<file path="config.mk">
export PLATFORM = sky130hd
export DESIGN_NAME = rasch_cell
export DESIGN_NICKNAME = d
export VERILOG_FILES = /design/src/sv/rasch_pkg.sv /design/src/sv/rasch_cell.sv
export SDC_FILE = /design/constraint.sdc
export NUM_CORES = 1
export LEC_CHECK = 0
export BUFFER_PORTS_ARGS = -buffer_cell sky130_fd_sc_hd__buf_2
export CORE_MARGIN = 5
export CORE_UTILIZATION = 40
export DETAILED_ROUTE_END_ITERATION = 6
export HOLD_SLACK_MARGIN = 0.03
export PLACE_DENSITY_LB_ADDON = 0.3
export SLEW_MARGIN = 20
export SYNTH_ARGS = -nofsm -noshare
export SYNTH_HDL_FRONTEND = slang
export SYNTH_SLANG_ARGS = --single-unit
export TNS_END_PERCENT = 1
</file>
<file path="constraint.sdc">
create_clock -name clk -period 5.8 [get_ports clk]
set_input_delay 0.87 -clock clk [delete_from_list [all_inputs] [get_ports clk]]
set_output_delay 0.87 -clock clk [all_outputs]
set_load 0.005 [all_outputs]
</file>
<file path="src/sv/rasch_pkg.sv">
// ----------------------------------------------------------------------------
// rasch_pkg: shared types and constants for the room allocation scheduler
// Room count, index widths, payload structs and the scan record that walks
// the row of room cells.
// ----------------------------------------------------------------------------
package rasch_pkg;

	// Number of room cells built into the row
	localparam int ROOMS = 16;
	// Bits of a room index inside the design
	localparam int ROOM_W = (ROOMS > 1) ? $clog2(ROOMS) : 1;
	// Width of the configured room count
	localparam int NUM_W = 5;
	// Common width for comparing a room index with the configured count
	localparam int CMP_W = ((ROOM_W > NUM_W) ? ROOM_W : NUM_W) + 1;
	// Width of a room index on the result fields
	localparam int FIELD_W = 4;
	// Room count after reset
	localparam logic [NUM_W-1:0] NUM_ROOMS_RST = NUM_W'(16);

	typedef logic [ROOM_W-1:0] room_idx_t;

	// Input transaction payload
	typedef struct packed {
		logic [31:0] start_time;
		logic [31:0] end_time;
	} in_t;

	// Result transaction payload
	typedef struct packed {
		logic [FIELD_W-1:0] assigned_room;
		logic [31:0]        finish_time;
		logic [FIELD_W-1:0] most_booked_room;
	} out_t;

	// Record handed from cell to cell while one booking is placed
	typedef struct packed {
		logic        vld;
		logic [31:0] start;
		logic [31:0] len;
		logic        found;      // a free room has been taken
		room_idx_t   room;       // chosen room so far
		logic [31:0] room_fin;   // its finish time
		logic [31:0] room_uses;  // its use count
		room_idx_t   best;       // most used room so far (before update)
		logic [31:0] best_uses;
	} scan_t;

	// Write-back to the chosen cell
	typedef struct packed {
		logic        we;
		room_idx_t   idx;
		logic [31:0] finish;
		logic [31:0] uses;
	} upd_t;

	// Room index masked or extended to the result field width
	function automatic logic [FIELD_W-1:0] to_field(input room_idx_t idx);
		logic [ROOM_W+FIELD_W-1:0] ext;
		ext = {{FIELD_W{1'b0}}, idx};
		return ext[FIELD_W-1:0];
	endfunction

endpackage

</file>
<file path="src/sv/rasch_cell.sv">
// ----------------------------------------------------------------------------
// rasch_cell: one room of the scheduler row
// Holds the room's finish time and use count, folds them into the passing
// scan record and registers it towards the next cell.
// ----------------------------------------------------------------------------
module rasch_cell
	import rasch_pkg::*;
(
	input  logic             clk,
	input  logic             arst_n,
	input  room_idx_t        idx,
	input  logic [NUM_W-1:0] num_rooms,
	input  scan_t            rec_in,
	input  upd_t             upd,
	output scan_t            rec_out
);

	logic [31:0] finish_q;
	logic [31:0] uses_q;
	scan_t       rec_q;
	scan_t       rec_d;
	logic        first;
	logic        active;
	logic        free;
	logic        take;

	// Room takes part when below the count; room 0 always does
	assign first  = (idx == '0);
	assign active = first || (CMP_W'(idx) < CMP_W'(num_rooms));
	assign free   = finish_q <= rec_in.start;
	assign take   = active && !rec_in.found && (free || first || finish_q < rec_in.room_fin);

	// Fold this room into the record
	always_comb begin
		rec_d = rec_in;
		if (take) begin
			rec_d.found     = free;
			rec_d.room      = idx;
			rec_d.room_fin  = finish_q;
			rec_d.room_uses = uses_q;
		end
		if (active && (first || uses_q > rec_in.best_uses)) begin
			rec_d.best      = idx;
			rec_d.best_uses = uses_q;
		end
	end

	// Room state, written back when this room is chosen
	always_ff @(posedge clk or negedge arst_n) begin
		if (!arst_n) begin
			finish_q <= '0;
			uses_q   <= '0;
		end else if (upd.we && upd.idx == idx) begin
			finish_q <= upd.finish;
			uses_q   <= upd.uses;
		end
	end

	// Record stage towards the next cell
	always_ff @(posedge clk or negedge arst_n) begin
		if (!arst_n) begin
			rec_q <= '0;
		end else begin
			rec_q <= rec_d;
		end
	end

	assign rec_out = rec_q;

endmodule

</file>
==> results.py <==
metrics = {
    "logic_synthesis": {
        "syn_area_um2": 10700,
        "netlist_instances": 790,
        "syn_avg_cell_area_um2": 13.5,
        "yosys.area.top_type_share_pct": 54.8,
        "async_flop_share_pct": 100,
        "yosysSeqAreaShare_pct": 54.8,
        "synth_warnings": 0,
        "synth.distinct_cells": 45,
        "ys_ff_latch": 234,
        "yosysTopAreaCell": "dfrtp_1",
        "synth_edf_count": 0,
        "synthTopCellsByArea": "dfrtp_1 (55%), mux2_2 (12%), ha_1 (11%)",
        "ys.flop_type": "dfrtp_1",
        "synth_fp_nets": 1138,
    },
    "layout": {
        "nNetsFinal": 1571,
        "drive_above_1_share_pct": 51.1,
        "syn_to_final_growth_pct": 31.9,
    },
    "placement": {
        "io_buffers": 419,
        "gp_congestion": 0.829,
        "hpwl_mm": 23.6,
        "place_ws_ps": 1610,
    },
    "sta": {
        "finalCritPeriodShare_pct": 62.6,
        "fin_ws_ps": 2170,
        "rsz0062_at_grt": "false",
        "tns_ps": 0,
        "setup_viol": 0,
        "relSlewSlack_pct": 33.9,
        "max_freq_ghz": 0.276,
        "hold_violations": 0,
        "skew_ps": 13.3,
        "worstMarginPinSlew_ps": 991,
        "period_minus_slack_ps": 3630,
        "slew_violations": 0,
    },
    "setup_path": {
        "startpoint_type": "input port",
        "end_kind": "register",
        "critical_path_class": "input port to register",
        "cp.required_ps": 6200,
        "rrSetupSlack_ps": 2220,
        "arrival_ps": 4030,
        "path_max_fanout": 37,
    },
    "floorplanning": {
        "ios": 420,
        "chipWidth_um": 173,
        "die_area_um2": 30100,
        "rows": 59,
        "coreArea_um2": 26200,
        "start_util_pct": 40.7,
        "dieHeight_um": 173,
    },
    "pwr": {
        "power_leakage_nw": 7.59,
        "peakVddDrop_v": 0.000248,
        "power_density_nw_per_um2": 426,
        "power_mw": 6.00,
    },
    "grt": {
        "use_met2_pct": 34.5,
        "use_met1_pct": 22.8,
        "grt_use_met3_pct": 5.74,
        "antenna_found_initial": 7,
        "busiest_layer": "met2",
        "grt_pass1_vias": 8141,
        "track_usage_pct": 19.4,
        "grt_max_degree": 122,
        "grt_overflow": 0,
        "grt_first_pass_wirelength_mm": 46.4,
    },
    "clock_tree": {
        "insertion_delay_ps": 530,
        "htreeDepth": 1,
        "tritoncts": "built",
        "numCtsBuffers": 26,
        "clockBufferDepth": 3,
        "post-cts-setup-buffer-count": 0,
        "clkTransAtPathRegs_ps": 60,
        "cts.hold.buffers_added": 0,
        "ctsResizeCount": 0,
        "cts-root-buf": "clkbuf_16",
        "clock-sinks": 234,
    },
    "drt": {
        "drc": 0,
        "wire_per_inst_um": 19.2,
        "drt_iter0_drc": 291,
        "antenna_left": 0,
        "dr.pass1.iters": 4,
        "vias": 7636,
        "viasPerCell": 4.82,
        "wirelength_mm": 30.4,
    },
    "job": {
        "cap_viol_max_count": 0,
    },
    "worst_hold_path": {
        "hold_path.class": "input port to async pin",
    },
    "run_status": {
        "status": "complete, no violations",
    },
}
-- per-layer routing --
metal | vias to the layer above | wire length (um) | part of all wire [%]
li1 | 3630 | - | -
met1 | 3684 | 11900 | 39
met2 | 273 | 15400 | 51
met3 | 47 | 2310 | 7.6
met4 | 2 | 870 | 2.9
met5 | - | 11 | 0.036
-- worst paths after layout --
path / from / to / depth (start not counted)
setup / recovery: rec_in[82] / rec_out[62] / 12
hold / removal: arst_n / rec_out[150] / 1
setup reg to reg: finish_q[11] / rec_out[62] / 10
hold reg to reg: uses_q[0] / rec_out[36] / 1
max in group asynchronous: arst_n / rec_out[35] / 2
min in group clk: rec_in[107] / rec_out[107] / 1
-- placed cells by master (no fill, tap or decap), types with 7 or more instances in the layout --
| cell type | n |
|---|---|
| buf_2 | 418 |
| dfrtp_1 | 234 |
| mux2_2 | 112 |
| inv_1 | 105 |
| ha_1 | 98 |
| mux2_4 | 49 |
| a21oi_1 | 31 |
| clkbuf_16 | 27 |
| nand2_1 | 21 |
| nand4_1 | 20 |
| a21o_1 | 18 |
| o21ai_0 | 9 |
| nand3_1 | 8 |
| diode_2 | 7 |
| nor2_1 | 7 |
-- per-stage QoR --
stage	instances	instance area, um^2	util [%]	hold slack [ps]
detailed placement	1530	13100	50.1	510
finish	1585	14100	53.7	420
floorplan	790	10700	-	481
CTS	1578	14100	53.7	407
global route	1584	14100	53.7	409
global placement	1530	13100	50.1	494
-- synthesized netlist by cell type, types with 2 or more instances --
cell	number
o21a_1	2
o21ai_0	9
o31ai_1	3
a211oi_1	3
nor4_1	6
mux2_2	112
a21oi_1	31
nor2_1	7
o22ai_1	2
nor3_1	4
mux2i_1	4
a221o_1	4
inv_1	105
xor2_1	3
nand2_1	21
buf_2	6
nand3_1	8
buf_6	7
a21boi_0	2
a21o_1	18
clkbuf_1	5
ha_1	98
mux2_4	49
or2_2	3
dfrtp_1	234
nor2b_1	2
a2111oi_0	2
and4_1	3
nand4_1	20
o21ai_1	2
-- final cells by class --
cell class	instances	area, um^2
inverter	105	394
clock inverter	13	178
antenna	7	17.5
fill	2279	12100
sequential	234	5860
timing repair buffer	423	2160
clock buffer	35	746
tap	335	419
multi-input combinational	433	4310
-- cell families (layout without fill, tap and decap cells) --
| group | count (synthesis) | after routing | synth area share [%] |
|---|---|---|---|
| and+or+nand+nor | 79 | 79 | 3.91 |
| AOI/OAI and AO/OA | 87 | 87 | 5.46 |
| buffers and inverters | 123 | 576 | 4.89 |
| muxes | 165 | 165 | 19.1 |
| DFF | 234 | 234 | 54.8 |
| xor gates and xnor gates | 4 | 4 | 0.328 |
| other | 0 | 7 | 0 |
| adders and majority gates | 98 | 98 | 11.5 |
-- worst max-delay path, stage by stage --
cell	delay, ps
buf_2	90
inv_1	40
ha_1	300
and4_1	210
nand2_1	100
a2111oi_0	560
buf_4	220
o31ai_1	70
a41oi_1	260
and2_4	540
buf_12	340
mux2_2	370
-- registers in the layout, summed over array words and instances, names as in the netlist --
| signal | count |
|---|---|
| rec_out | 170 |
| uses_q | 32 |
| finish_q | 32 |
-- report_power, final --
| part | internal (mW) | switching, mW | total (mW) |
|---|---|---|---|
| Combinational | 1.03 | 0.829 | 1.86 |
| Clock | 1.08 | 0.674 | 1.76 |
| Sequential | 2.09 | 0.291 | 2.39 |
| Total | 4.20 | 1.79 | 6.00 |
(Power assumes the default switching activity.)
