## config.mk

```make
export PLATFORM = sky130hd
export DESIGN_NAME = rasch_resolve
export DESIGN_NICKNAME = d
export VERILOG_FILES = /design/src/sv/rasch_pkg.sv /design/src/sv/rasch_resolve.sv
export SDC_FILE = /design/constraint.sdc
export NUM_CORES = 1
export LEC_CHECK = 0
export ABC_AREA = 1
export BUFFER_PORTS_ARGS = -buffer_cell sky130_fd_sc_hd__buf_2
export CAP_MARGIN = 20
export CORE_ASPECT_RATIO = 2
export CORE_MARGIN = 4
export CORE_UTILIZATION = 43
export DETAILED_ROUTE_END_ITERATION = 10
export PLACE_DENSITY = 0.78
export RECOVER_POWER = 50
export SYNTH_ARGS = -nofsm -noshare
export SYNTH_HDL_FRONTEND = slang
export SYNTH_SLANG_ARGS = --single-unit
```

## constraint.sdc

```tcl
create_clock -name vclk -period 3.01
set_input_delay 0.4515 -clock vclk [all_inputs]
set_output_delay 0.4515 -clock vclk [all_outputs]
set_load 0.02 [all_outputs]
```

## src/sv/rasch_pkg.sv

```systemverilog
// ----------------------------------------------------------------------------
// rasch_pkg: shared types and constants for the room allocation scheduler
// Room count, index widths, payload structs and the scan record that walks
// the row of room cells.
// ----------------------------------------------------------------------------
package rasch_pkg;

	// Number of room cells built into the row
	localparam int ROOMS = 16;
	// Bits of a room index inside the design
	localparam int ROOM_W = (ROOMS > 1) ? $clog2(ROOMS) : 1;
	// Width of the configured room count
	localparam int NUM_W = 5;
	// Common width for comparing a room index with the configured count
	localparam int CMP_W = ((ROOM_W > NUM_W) ? ROOM_W : NUM_W) + 1;
	// Width of a room index on the result fields
	localparam int FIELD_W = 4;
	// Room count after reset
	localparam logic [NUM_W-1:0] NUM_ROOMS_RST = NUM_W'(16);

	typedef logic [ROOM_W-1:0] room_idx_t;

	// Input transaction payload
	typedef struct packed {
		logic [31:0] start_time;
		logic [31:0] end_time;
	} in_t;

	// Result transaction payload
	typedef struct packed {
		logic [FIELD_W-1:0] assigned_room;
		logic [31:0]        finish_time;
		logic [FIELD_W-1:0] most_booked_room;
	} out_t;

	// Record handed from cell to cell while one booking is placed
	typedef struct packed {
		logic        vld;
		logic [31:0] start;
		logic [31:0] len;
		logic        found;      // a free room has been taken
		room_idx_t   room;       // chosen room so far
		logic [31:0] room_fin;   // its finish time
		logic [31:0] room_uses;  // its use count
		room_idx_t   best;       // most used room so far (before update)
		logic [31:0] best_uses;
	} scan_t;

	// Write-back to the chosen cell
	typedef struct packed {
		logic        we;
		room_idx_t   idx;
		logic [31:0] finish;
		logic [31:0] uses;
	} upd_t;

	// Room index masked or extended to the result field width
	function automatic logic [FIELD_W-1:0] to_field(input room_idx_t idx);
		logic [ROOM_W+FIELD_W-1:0] ext;
		ext = {{FIELD_W{1'b0}}, idx};
		return ext[FIELD_W-1:0];
	endfunction

endpackage

```

## src/sv/rasch_resolve.sv

```systemverilog
// ----------------------------------------------------------------------------
// rasch_resolve: closes one booking at the end of the row
// Works out the actual finish time, the new use count and the most used
// room, and builds the write-back for the chosen cell.
// ----------------------------------------------------------------------------
module rasch_resolve
	import rasch_pkg::*;
(
	input  scan_t rec,
	output upd_t  upd,
	output out_t  res
);

	logic [31:0] base;
	logic [32:0] sum;
	logic [31:0] finish;
	logic [31:0] uses_new;
	logic        win;

	// Delayed bookings start at the room's finish time; saturate on overflow
	assign base   = rec.found ? rec.start : rec.room_fin;
	assign sum    = {1'b0, base} + {1'b0, rec.len};
	assign finish = sum[32] ? '1 : sum[31:0];

	// Saturating use count
	assign uses_new = (&rec.room_uses) ? rec.room_uses : rec.room_uses + 32'd1;

	// Chosen room overtakes the previous leader, lower index on ties
	assign win = (uses_new > rec.best_uses) ||
		((uses_new == rec.best_uses) && (rec.room < rec.best));

	always_comb begin
		upd.we     = rec.vld;
		upd.idx    = rec.room;
		upd.finish = finish;
		upd.uses   = uses_new;
		res.assigned_room    = to_field(rec.room);
		res.finish_time      = finish;
		res.most_booked_room = to_field(win ? rec.room : rec.best);
	end

endmodule

```

==> key figures, run 1 <==
Synth
  • Register area share after synthesis: 0
  • Post-Syn Area: around 5000 um^2
  • Synth cell types: 34
  • Area contributors post-synth: nand2_1 (21%), ha_1 (17%), inv_1 (12%), mux2_2 (6.9%), nor2_1 (6.4%)
  • Syn nets: 1153
  • Syn Area/Cell: ~5.5 um^2
  • Synth top area share: 0.214
  • Leading area contributor after synthesis: nand2_1
  • Gate Count Post-Synth: slightly above 900
  • YS warnings: 0

Clock tree
  • Hold_buf cts: 0

STA
  • Worst ep type: primary output
  • Worst endpoint, post-GRT repair: res[3]

Floorplan
  • Die H: 161 um
  • Top-level I/O count: 279
  • Row count: 55
  • Starting Density: 0.442
  • Die W: 84.6 um

Place
  • Placer Congestion: 1.06
  • # placed instances: 1497
  • DP Worst Slack: -0.687 ns
  • Placed Area: 8670 um^2
  • Post-DP HPWL: 22.6 mm
  • IO Port Bufs: about 280

Global routing
  • Total grt overflow: 187
  • Total GRT Usage: 0.718
  • Maximum number of pins on one net before global-route repair: 14

Status
  • Status: did not finish
  • Stage where the flow stopped: 5_1_grt
  • Error msg: [ERROR GRT-0232] Routing congestion too high. Check the congestion heatmap in the GUI.
-- per-layer routing --
metal,GRT usage,GRT overflow
met1,0.637,2
met2,0.979,136
met3,0.485,2
met4,0.831,47
met5,0.0720,0
-- synthesized netlist by cell type --
library cell  count
inv_1           157
nand4_1          12
a21o_1            2
nor2_4            1
fa_1              1
a21oi_2           2
o211ai_1          1
xnor2_1          12
mux2i_1           1
or2_2             1
a21oi_1          48
ha_1             68
nand3_4           1
xor2_1           30
nor3_1           18
buf_4            41
nor4_4            1
mux2_2           31
nand3_1          53
nor4_1            3
buf_2             2
nand3b_1          2
a21oi_4           1
o21bai_1          1
nand2_2           4
nor3_2            1
nor2_1           86
nand2_1         288
o21a_1            2
buf_6             4
nand3_2           6
nor2_2            1
o21ai_0          28
clkbuf_1          4
-- timing repair --
item                                    CTS
pin swaps                                40
endpoints found under the hold margin     0
cloned                                    4
resized for setup                       248
setup buffers                            22
endpoints found under the setup margin   68
-- metrics by stage --
stage / setup TNS, ns / hold WS, ns
after CTS: -10.35 / 0.903
after detailed placement: -23.62 / 0.903
after global placement: -19.10 / 0.903
after floorplan: -0.00316 / 1.00
-- cells by family after synthesis --
logic type	share of synthesized area
xor gates and xnor gates	0.0728
muxes	0.0711
AOI/OAI and AO/OA	0.0909
adders and majority gates	0.172
and+or+nand+nor	0.401
buffers and inverters	0.192
==> run 2, diff against run 1 <==
Settings changed: CORE_ASPECT_RATIO 2 to default, CORE_UTILIZATION 43 to 35, PLACE_DENSITY 0.78 to default, PLACE_DENSITY_LB_ADDON from default to 0.15.
Clock period 3.01 ns to 3.91 ns, I/O delays scaled along.
==> run 2 against run 1 <==
The run now ends clean. Synthesized cell count stayed put. Area after synthesis unchanged.
==> key figures, run 2 <==
Synth
  • Synth cell types: 34 (unchanged)
  • Post-Syn Area: 5050 um^2 (unchanged)
  • Syn Area/Cell: 5.52 um^2 (unchanged)
  • Most frequent cell after synthesis: nand2_1 (unchanged)
  • Gate Count Post-Synth: 914 (unchanged)
  • Syn nets: 1153 (unchanged)
  • Register area share after synthesis: 0 (unchanged)
  • Leading area contributor after synthesis: nand2_1 (unchanged)
  • YS warnings: 0 (unchanged)
  • Post-synth top cells: nand2_1 (288), inv_1 (157), nor2_1 (86) (unchanged)
  • Area contributors post-synth: nand2_1 (21%), ha_1 (17%), inv_1 (12%), mux2_2 (6.9%), nor2_1 (6.4%) (unchanged)
  • Synth top area share: 0.214 (unchanged)

Worst setup path
  • Worst path buffer plus inverter count: 4
  • Critical Path End Type: output pin
  • Crit-path cells: buf_2 > ha_1 > nand3_2 > inv_1 > nand2_2 > nor2_4 > nand2_4 > mux2i_1 > inv_1 > ha_1 > nand2_1 > nor2_1 > nand2_1 > nor2_4 > nand2_2 > nand3_2 > nor2_2 > nand2_2 > nand2_2 > nand2_1 > nand2_1 > buf_4
  • Crit path largest cell delay: 0.30 ns
  • Required @ worst endpoint: 3.32 ns
  • Kind of critical path: in -> out
  • Crit path max-delay family: simple AND/OR/NAND/NOR gates
  • Slowest cell on crit path: ha_1
  • Worst path depth: 22
  • Critical path endpoint: res[2]
  • Crit path launch type: input port
  • Crit path from: rec[36]
  • Largest fanout on the critical path: 11
  • Arr. time, crit path: 3.17 ns

Layout
  • Commonest non-fill, non-tap cell in the layout: nand2_1
  • Layout cells sized above 1: 0.325
  • Clock buffer cells: 0
  • FFs & Latches: 0
  • Synth-to-Final Area Change: 33.1%
  • Commonest non-fill, non-tap cells in the layout: nand2_1 (281), buf_2 (267), inv_1 (157)
  • Final Util: 0.480
  • Layout Cells excl Fill: between 1000 and 1500
  • NumNets Final: 1406
  • FF+latch area: 0 um^2

Clock tree
  • Hold_buf cts: 0 (unchanged)

Drt
  • Total wire length: 19.6 mm
  • WL/cell: between 10 and 15 um
  • Post-route ant nets: 0
  • Remaining routing DRC violations: 0
  • Vias per cell: around 4.8
  • Initial DRT Pass Iterations: 5
  • Via count: 6433
  • DRT iter0 DRCs: 272

STA
  • Fmax: 266 MHz
  • RSZ-0062 raised after global routing: true
  • Final Cycle Share: 0.960
  • Tmin final: 3.76 ns
  • Fin. max-slew vios: 0
  • Setup Viol. Count Final: 0
  • Slew HR: 0.700
  • Hold Vio Cnt, Final: 0
  • Slew @ Worst Pin: 0.446 ns
  • WHS: 1.17 ns
  • Final WS setup: 0.155 ns

Place
  • IO Port Bufs: 277 (unchanged)
  • Post-DP HPWL: 17.2 mm (was 22.6 mm)
  • Placer Congestion: 0.942 (was 1.06)
  • # placed instances: 1339 (was 1497)
  • DP Worst Slack: -0.00475 ns (was -0.687 ns)

Floorplan
  • Die W: 128 um (was 84.6 um)
  • Starting Density: 0.361 (was 0.442)
  • Top-level I/O count: 279 (unchanged)
  • Die area: 16400 um^2
  • Die H: 128 um (was 161 um)
  • Row count: 43 (was 55)
  • Core outline area: between 10000 and 15000 um^2

Pwr
  • LEAKAGE: 3.93 nW
  • PD cells: 191 nW/um^2
  • Max IR drop VDD: 0.0781 mV

Job
  • Max cap viols: 0

Global routing
  • Total grt overflow: 0
  • Maximum number of pins on one net before global-route repair: 33
  • Total GRT Usage: 0.217
  • Global-route wire length before repair: 29.2 mm
  • Antenna violations before repair: 1
  • Vias in the first global route: 6089

Min path
  • Worst hold path type: in -> out

Status
  • Status: completed (was did not finish)
-- run 2: cell counts after synthesis --
No cell type changed its count.
-- run 2: area by class of cell --
| cell class | count | area, um^2 |
|---|---|---|
| fillers | 1607 | 7270 |
| inverters | 157 | 589 |
| well taps | 180 | 225 |
| repair buffers | 302 | 1650 |
| diodes | 1 | 2.50 |
| multi-input cells | 706 | 4260 |
-- run 2: worst min-delay path by stage --
stage,startpoint,to,cells past startpoint
global route,rec[169],upd[68],0
detailed placement,rec[169],upd[68],0
finish,rec[169],upd[68],0
floorplan,rec[100],res[36],1
global placement,rec[169],upd[68],0
CTS,rec[169],upd[68],0
-- run 2: per-layer routing --
| metal | wire (um) | vias to the layer above | global-route usage |
|---|---|---|---|
| met2 | 9420 | 247 | 0.396 |
| met4 | 295 | 0 | 0.0331 |
| met3 | 1440 | 20 | 0.0267 |
| li1 | - | 3362 | - |
| met5 | 0 | - | 0 |
| met1 | 8480 | 2804 | 0.276 |
-- run 2: what timing repair did --
item | 4_1_cts | 5_1_grt
pin swaps | 1 | 12
cloned | 0 | 2
endpoints found under the setup margin | 1 | 14
setup buffers | 1 | 3
resized for setup | 3 | 46
endpoints found under the hold margin | 0 | 0
-- run 2: through the flow --
step | power (mW) | TNS, ns | instance area, um^2
after floorplan | 0.916 | 0 | 5050
after global placement | 1.25 | 0 | 6450
after detailed placement | 1.25 | -0.00475 | 6450
after CTS | 1.25 | 0 | 6470
after global routing | 1.42 | -0.0237 | 6720
final | 1.28 | 0 | 6720
-- run 2: power breakdown --
part | internal [mW] | switching [mW] | total (mW)
logic | 0.466 | 0.818 | 1.28
registers | 0 | 0 | 0
clock network | 0.0000000342 | 0 | 0.0000000342
-- run 2: cells by family after synthesis --
family	Yosys count	synth area share
XOR/XNOR	42	0.0728
AND/OR/NAND/NOR	478	0.401
buffers and inverters	208	0.192
AO/OA/AOI/OAI	85	0.0909
adder cells (fa/ha/maj)	69	0.172
multiplexers	32	0.0711
Power figures use the tool's default switching activity.
==> run 3, diff against run 2 <==
Settings changed: ABC_AREA 1 to default.
==> run 3 against run 2 <==
The flow now finishes with violations (setup timing). Die area decreased by 19%. Total power increased by 49%. Sequential share of layout area unchanged. Final area increased by 17%. Combinational power increased by 49%. Maximum frequency decreased by 16%. Worst hold slack about the same.
==> key figures, run 3 <==
Floorplan
  • Die area: 13300 um^2 (was 16400 um^2)
  • Starting Density: 0.356 (was 0.361)
  • Top-level I/O count: 279 (unchanged)
  • Core outline area: 11400 um^2 (was 14000 um^2)
  • Row count: 39 (was 43)
  • Die W: 116 um (was 128 um)
  • Die H: 116 um (was 128 um)

Synth
  • Gate Count Post-Synth: 562 (was 914)
  • Post-Syn Area: 4050 um^2 (was 5050 um^2)
  • Synth top area share: 0.210 (was 0.214)
  • Syn Area/Cell: 7.20 um^2 (was 5.52 um^2)
  • YS warnings: 0 (unchanged)
  • Syn nets: 801 (was 1153)
  • Most frequent cell after synthesis: ha_1 (was nand2_1)
  • Post-synth top cells: ha_1 (68), nand2_1 (62), inv_1 (44) (was nand2_1 (288), inv_1 (157), nor2_1 (86))
  • Synth cell types: 52 (was 34)
  • Register area share after synthesis: 0 (unchanged)
  • Area contributors post-synth: ha_1 (21%), mux2_2 (10%), buf_4 (7.8%), xnor2_1 (7.4%), a21o_1 (6.7%) (was nand2_1 (21%), ha_1 (17%), inv_1 (12%), mux2_2 (6.9%), nor2_1 (6.4%))
  • Leading area contributor after synthesis: ha_1 (was nand2_1)

Worst setup path
  • Crit path max-delay family: simple AND/OR/NAND/NOR gates (unchanged)
  • Largest fanout on the critical path: 4 (was 11)
  • Worst path depth: 16 (was 22)
  • Critical path's most frequent cell: and3_4
  • Crit path largest cell delay: 0.45 ns (was 0.30 ns)
  • Required @ worst endpoint: 3.32 ns (about the same)
  • Slowest cell on crit path: or3_4 (was ha_1)
  • Critical path endpoint: res[0] (was res[2])
  • Kind of critical path: in -> out (unchanged)
  • Critical Path End Type: output pin (unchanged)
  • Crit path from: rec[63] (was rec[36])
  • Worst path buffer plus inverter count: 2 (was 4)
  • Crit-path cells: buf_2 > and4_4 > and3_4 > and3_4 > a21o_1 > or3_4 > nor2_4 > xor2_4 > ha_4 > nand4_1 > or3_1 > o21ai_2 > a211oi_4 > a21oi_4 > mux2_4 > buf_6 (was buf_2 > ha_1 > nand3_2 > inv_1 > nand2_2 > nor2_4 > nand2_4 > mux2i_1 > inv_1 > ha_1 > nand2_1 > nor2_1 > nand2_1 > nor2_4 > nand2_2 > nand3_2 > nor2_2 > nand2_2 > nand2_2 > nand2_1 > nand2_1 > buf_4)
  • Arr. time, crit path: 3.91 ns (was 3.17 ns)
  • Crit path launch type: input port (unchanged)

Place
  • IO Port Bufs: 277 (unchanged)
  • Post-DP HPWL: 13.7 mm (was 17.2 mm)
  • Placer Congestion: 0.956 (was 0.942)
  • # placed instances: 1058 (was 1339)

Pwr
  • Total Power: 1.91 mW (was 1.28 mW)
  • Max IR drop VDD: 0.237 mV (was 0.0781 mV)
  • LEAKAGE: 4.04 nW (was 3.93 nW)
  • PD cells: 244 nW/um^2 (was 191 nW/um^2)

Layout
  • Final Util: 0.691 (was 0.480)
  • FF+latch area: 0 um^2 (unchanged)
  • Commonest non-fill, non-tap cell in the layout: buf_2 (was nand2_1)
  • FFs & Latches: 0 (unchanged)
  • Clock buffer cells: 0 (unchanged)
  • NumNets Final: 1170 (was 1406)
  • Area of the multi-input gates: 4450 um^2 (was 4260 um^2)
  • Synth-to-Final Area Change: 94.2% (was 33.1%)
  • Commonest non-fill, non-tap cells in the layout: buf_2 (189), buf_4 (130), buf_6 (80) (was nand2_1 (281), buf_2 (267), inv_1 (157))
  • Layout Cells excl Fill: 1073 (was 1346)
  • Layout cells sized above 1: 0.597 (was 0.325)
  • # fillers: 893 (was 1607)

Global routing
  • Global-route wire length before repair: 25.8 mm (was 29.2 mm)
  • Total grt overflow: 0 (unchanged)
  • Total GRT Usage: 0.232 (was 0.217)
  • Antenna violations before repair: 1 (unchanged)
  • Maximum number of pins on one net before global-route repair: 16 (was 33)
  • Vias in the first global route: 5552 (was 6089)

Status
  • Failing checks: setup timing
  • Status: finished with violations (was completed)

STA
  • Setup Viol. Count Final: 54 (was 0)
  • Final setup TNS: -4.56 ns (was 0 ns)
  • Fin. max-slew vios: 0 (unchanged)
  • Hold Vio Cnt, Final: 0 (unchanged)
  • Fmax: 222 MHz (was 266 MHz)
  • Final Cycle Share: 1.15 (was 0.960)
  • Slew HR: 0.698 (was 0.700)
  • Final WS setup: -0.587 ns (was 0.155 ns)
  • Slew @ Worst Pin: 0.450 ns (was 0.446 ns)
  • Tmin final: 4.50 ns (was 3.76 ns)
  • RSZ-0062 raised after global routing: true (unchanged)

Drt
  • Remaining routing DRC violations: 0 (unchanged)
  • Total wire length: 17.1 mm (was 19.6 mm)
  • DRT iter0 DRCs: 191 (was 272)
  • Vias per cell: 5.07 (was 4.78)
  • Initial DRT Pass Iterations: 4 (was 5)
  • Post-route ant nets: 0 (unchanged)
  • WL/cell: 15.9 um (was 14.6 um)
  • Via count: 5437 (was 6433)

Min path
  • Worst hold path type: in -> out (unchanged)

Job
  • Max cap viols: 0 (unchanged)
[run 3: changes by cell type after synthesis, moves of 8 or more]
cell,delta
nand2b_1,+10
nand4_1,+8
a21o_1,+34
nand3_1,-39
xor2_1,-8
inv_1,-113
o21ai_0,-8
xnor2_1,+22
nor3_1,-12
nand2_1,-226
nor2_1,-58
[run 3: through the flow]
step           worst slack, ns  area (um^2)  hold slack [ns]
2_1_floorplan           -0.348         4320             1.24
3_3_place_gp            -0.664         6460             1.17
3_5_place_dp            -0.779         6460             1.17
4_1_cts                 -0.583         7450             1.17
5_1_grt                 -0.693         7860             1.17
6_report                -0.587         7860             1.17
[run 3: cell families (layout without fill, tap and decap cells)]
logic type	count (synthesis)	count (layout)	share of synthesized area
mux	38	38	0.105
other cells	0	1	0
buf+inv	96	463	0.130
fa+ha+maj	69	69	0.215
compound gates	133	133	0.222
xor+xnor	56	56	0.121
simple gates	170	170	0.206
[run 3: worst min-delay path by stage]
| stage | end | cells after the start | slack [ns] | from |
|---|---|---|---|---|
| 6_report | upd[68] | 0 | 1.17 | rec[169] |
| 5_1_grt | upd[68] | 0 | 1.17 | rec[169] |
| 4_1_cts | upd[68] | 0 | 1.17 | rec[169] |
| 3_5_place_dp | upd[68] | 0 | 1.17 | rec[169] |
| 3_3_place_gp | upd[68] | 0 | 1.17 | rec[169] |
| 2_1_floorplan | upd[25] | 1 | 1.24 | rec[61] |
[run 3: what timing repair did]
action	4_1_cts	5_1_grt
resized for setup	236	64
setup buffers	7	7
pin swaps	33	34
cloned	3	1
setup endpoints to repair	68	68
hold buffers	0	0
[run 3: layer usage]
metal  global-route usage  part of all wire  routed length [um]  up-vias
met5                    0                 0                   0        -
met3               0.0225             0.056                 950       18
li1                     -                 -                   -     2702
met1                0.271              0.38                6550     2529
met2                0.462              0.55                9330      188
met4               0.0305             0.015                 264        0
[run 3: report_power, final]
part | internal [mW] | switching (mW)
Combinational | 0.948 | 0.966
Clock | 0.0000000342 | 0
Sequential | 0 | 0
[run 3: final cells by class]
type | instances | area share
Timing Repair Buffer | 419 | 0.390
Antenna cell | 1 | 0.000318
Tap cell | 143 | 0.0228
Multi-Input combinational cell | 466 | 0.566
Inverter | 44 | 0.0210
==> run 4, diff against run 3 <==
Settings changed: CORE_AREA from default to 4 4 107 109, CORE_MARGIN 4 to default, CORE_UTILIZATION 35 to default, DIE_AREA from default to 0 0 111 113.
==> run 4 against run 3 <==
The run still ends with setup timing left. Non-clock buffer count is 11 lower. Sequential share of layout area stayed put. Highest routed layer unchanged. Wire length is 3.6% higher. Sequential cell count stayed put. Die area is 6.0% lower. Final cell count is 1.3% lower. Worst hold slack stayed put. Combinational power hardly changed. Via count is 1.8% higher.
==> key figures, run 4 (synthesis gave the netlist of run 3 again) <==
Status
  • Status: finished with violations (unchanged)
  • Failing checks: setup timing (unchanged)

Worst setup path
  • Critical Path End Type: output pin (unchanged)
  • Largest fanout on the critical path: 4 (unchanged)
  • Crit path launch type: input port (unchanged)
  • Kind of critical path: in -> out (unchanged)
  • Critical path endpoint: res[1] (was res[0])
  • Arr. time, crit path: 4.00 ns (was 3.91 ns)
  • Crit path from: rec[60] (was rec[63])
  • Required @ worst endpoint: 3.32 ns (about the same)

Global routing
  • Maximum number of pins on one net before global-route repair: 19 (was 16)
  • Total grt overflow: 0 (unchanged)
  • Total GRT Usage: 0.247 (was 0.232)
  • Global-route wire length before repair: 26.6 mm (was 25.8 mm)
  • Antenna violations before repair: 1 (unchanged)
  • Vias in the first global route: 5665 (was 5552)

Drt
  • Vias per cell: 5.23 (was 5.07)
  • Post-route ant nets: 0 (unchanged)
  • DRT iter0 DRCs: 142 (was 191)
  • Remaining routing DRC violations: 0 (unchanged)
  • Initial DRT Pass Iterations: 4 (unchanged)
  • Total wire length: 17.7 mm (was 17.1 mm)
  • Via count: 5536 (was 5437)
  • WL/cell: 16.7 um (was 15.9 um)

STA
  • Slew @ Worst Pin: 0.461 ns (was 0.450 ns)
  • Setup Viol. Count Final: 58 (was 54)
  • Final Cycle Share: 1.17 (was 1.15)
  • Final WS setup: -0.680 ns (was -0.587 ns)
  • Fmax: 218 MHz (was 222 MHz)
  • Tmin final: 4.59 ns (was 4.50 ns)
  • Fin. max-slew vios: 0 (unchanged)
  • Slew HR: 0.690 (was 0.698)
  • Hold Vio Cnt, Final: 0 (unchanged)
  • RSZ-0062 raised after global routing: true (unchanged)

Floorplan
  • Core outline area: 10600 um^2 (was 11400 um^2)
  • Die area: 12500 um^2 (was 13300 um^2)
  • Row count: 38 (was 39)
  • Top-level I/O count: 279 (unchanged)
  • Starting Density: 0.382 (was 0.356)
  • Die H: 113 um (was 116 um)
  • Die W: 111 um (was 116 um)

Place
  • Placed Area: 6320 um^2 (was 6460 um^2)
  • Post-DP HPWL: 13.6 mm (was 13.7 mm)
  • IO Port Bufs: 277 (unchanged)
  • Placer Congestion: 0.905 (was 0.956)

Pwr
  • PD cells: 245 nW/um^2 (was 244 nW/um^2)
  • Max IR drop VDD: 0.230 mV (was 0.237 mV)
  • LEAKAGE: 3.94 nW (was 4.04 nW)

Job
  • Max cap viols: 0 (unchanged)

Min path
  • Worst hold path type: in -> out (unchanged)

Layout
  • Final Cell Area: 7750 um^2 (was 7860 um^2)
  • NumNets Final: 1159 (was 1170)
  • Commonest non-fill, non-tap cells in the layout: buf_2 (192), buf_4 (121), buf_6 (73) (was buf_2 (189), buf_4 (130), buf_6 (80))
  • Final Util: 0.731 (was 0.691)
  • FF+latch area: 0 um^2 (unchanged)
  • Layout cells sized above 1: 0.594 (was 0.597)
  • FFs & Latches: 0 (unchanged)
  • Synth-to-Final Area Change: 91.5% (was 94.2%)
  • Commonest non-fill, non-tap cell in the layout: buf_2 (unchanged)
  • Clock buffer cells: 0 (unchanged)

Clock tree
  • Hold_buf cts: 0 (unchanged)
run 4: changes by cell type in the layout (fill, tap and decap cells not counted), sizes merged:
cell,previous run,this run
clkbuf,12,13
buf,407,395
run 4: how the worst min path moves through the flow:
stage                   from      end  slack (ns)  cells past startpoint
floorplan            rec[61]  upd[25]        1.24                      1
global placement    rec[169]  upd[68]        1.17                      0
detailed placement  rec[169]  upd[68]        1.17                      0
CTS                 rec[169]  upd[68]        1.17                      0
global route        rec[169]  upd[68]        1.17                      0
finish              rec[169]  upd[68]        1.17                      0
run 4: layer usage:
layer  GRT usage  vias to the layer above  share of wire
met1       0.271                     2596           0.37
met4      0.0460                        0          0.031
met5           0                        -              0
li1            -                     2682              -
met3      0.0316                       41          0.051
met2       0.504                      217           0.55
run 4: stage by stage:
step | hold WS, ns | TNS, ns | std cells | setup slack, ns | total power [mW]
6_report | 1.17 | -4.03 | 1059 | -0.680 | 1.90
5_1_grt | 1.17 | -8.41 | 1059 | -0.866 | 2.01
4_1_cts | 1.17 | -9.70 | 1053 | -0.599 | 1.77
3_5_place_dp | 1.17 | -14.63 | 1038 | -0.756 | 1.33
3_3_place_gp | 1.17 | -11.16 | 1038 | -0.637 | 1.31
2_1_floorplan | 1.24 | -1.39 | 562 | -0.348 | 0.926
run 4: worst max-delay path, cell delays in order:
cell,delay (ns)
buf_2,0.10
and4_1,0.19
and3_4,0.15
and3_4,0.15
a21o_1,0.18
or3_4,0.46
nor2_4,0.18
xor2_4,0.10
ha_4,0.27
nand4_1,0.18
or3_1,0.40
o21ai_1,0.19
a211oi_2,0.08
a21oi_4,0.30
mux2_4,0.34
buf_6,0.13
run 4: area by class of cell:
type / instances / area, um^2
Tap cell: 140 / 175
Antenna cell: 1 / 2.50
Inverter: 44 / 165
Fill cell: 795 / 2850
Multi-Input combinational cell: 466 / 4490
Timing Repair Buffer: 408 / 2920
run 4: what timing repair did:
item / in CTS / in global routing
hold endpoints to repair: 0 / 0
gates cloned: 3 / 0
gates resized for setup: 255 / 50
setup endpoints to repair: 68 / 68
pin swaps: 30 / 29
buffers inserted: 13 / 6
run 4: report_power, final:
group | leakage (nW) | internal (mW) | switching, mW
logic | 3.94 | 0.926 | 0.976
clock network | 0.00000634 | 0.0000000342 | 0
registers | 0 | 0 | 0
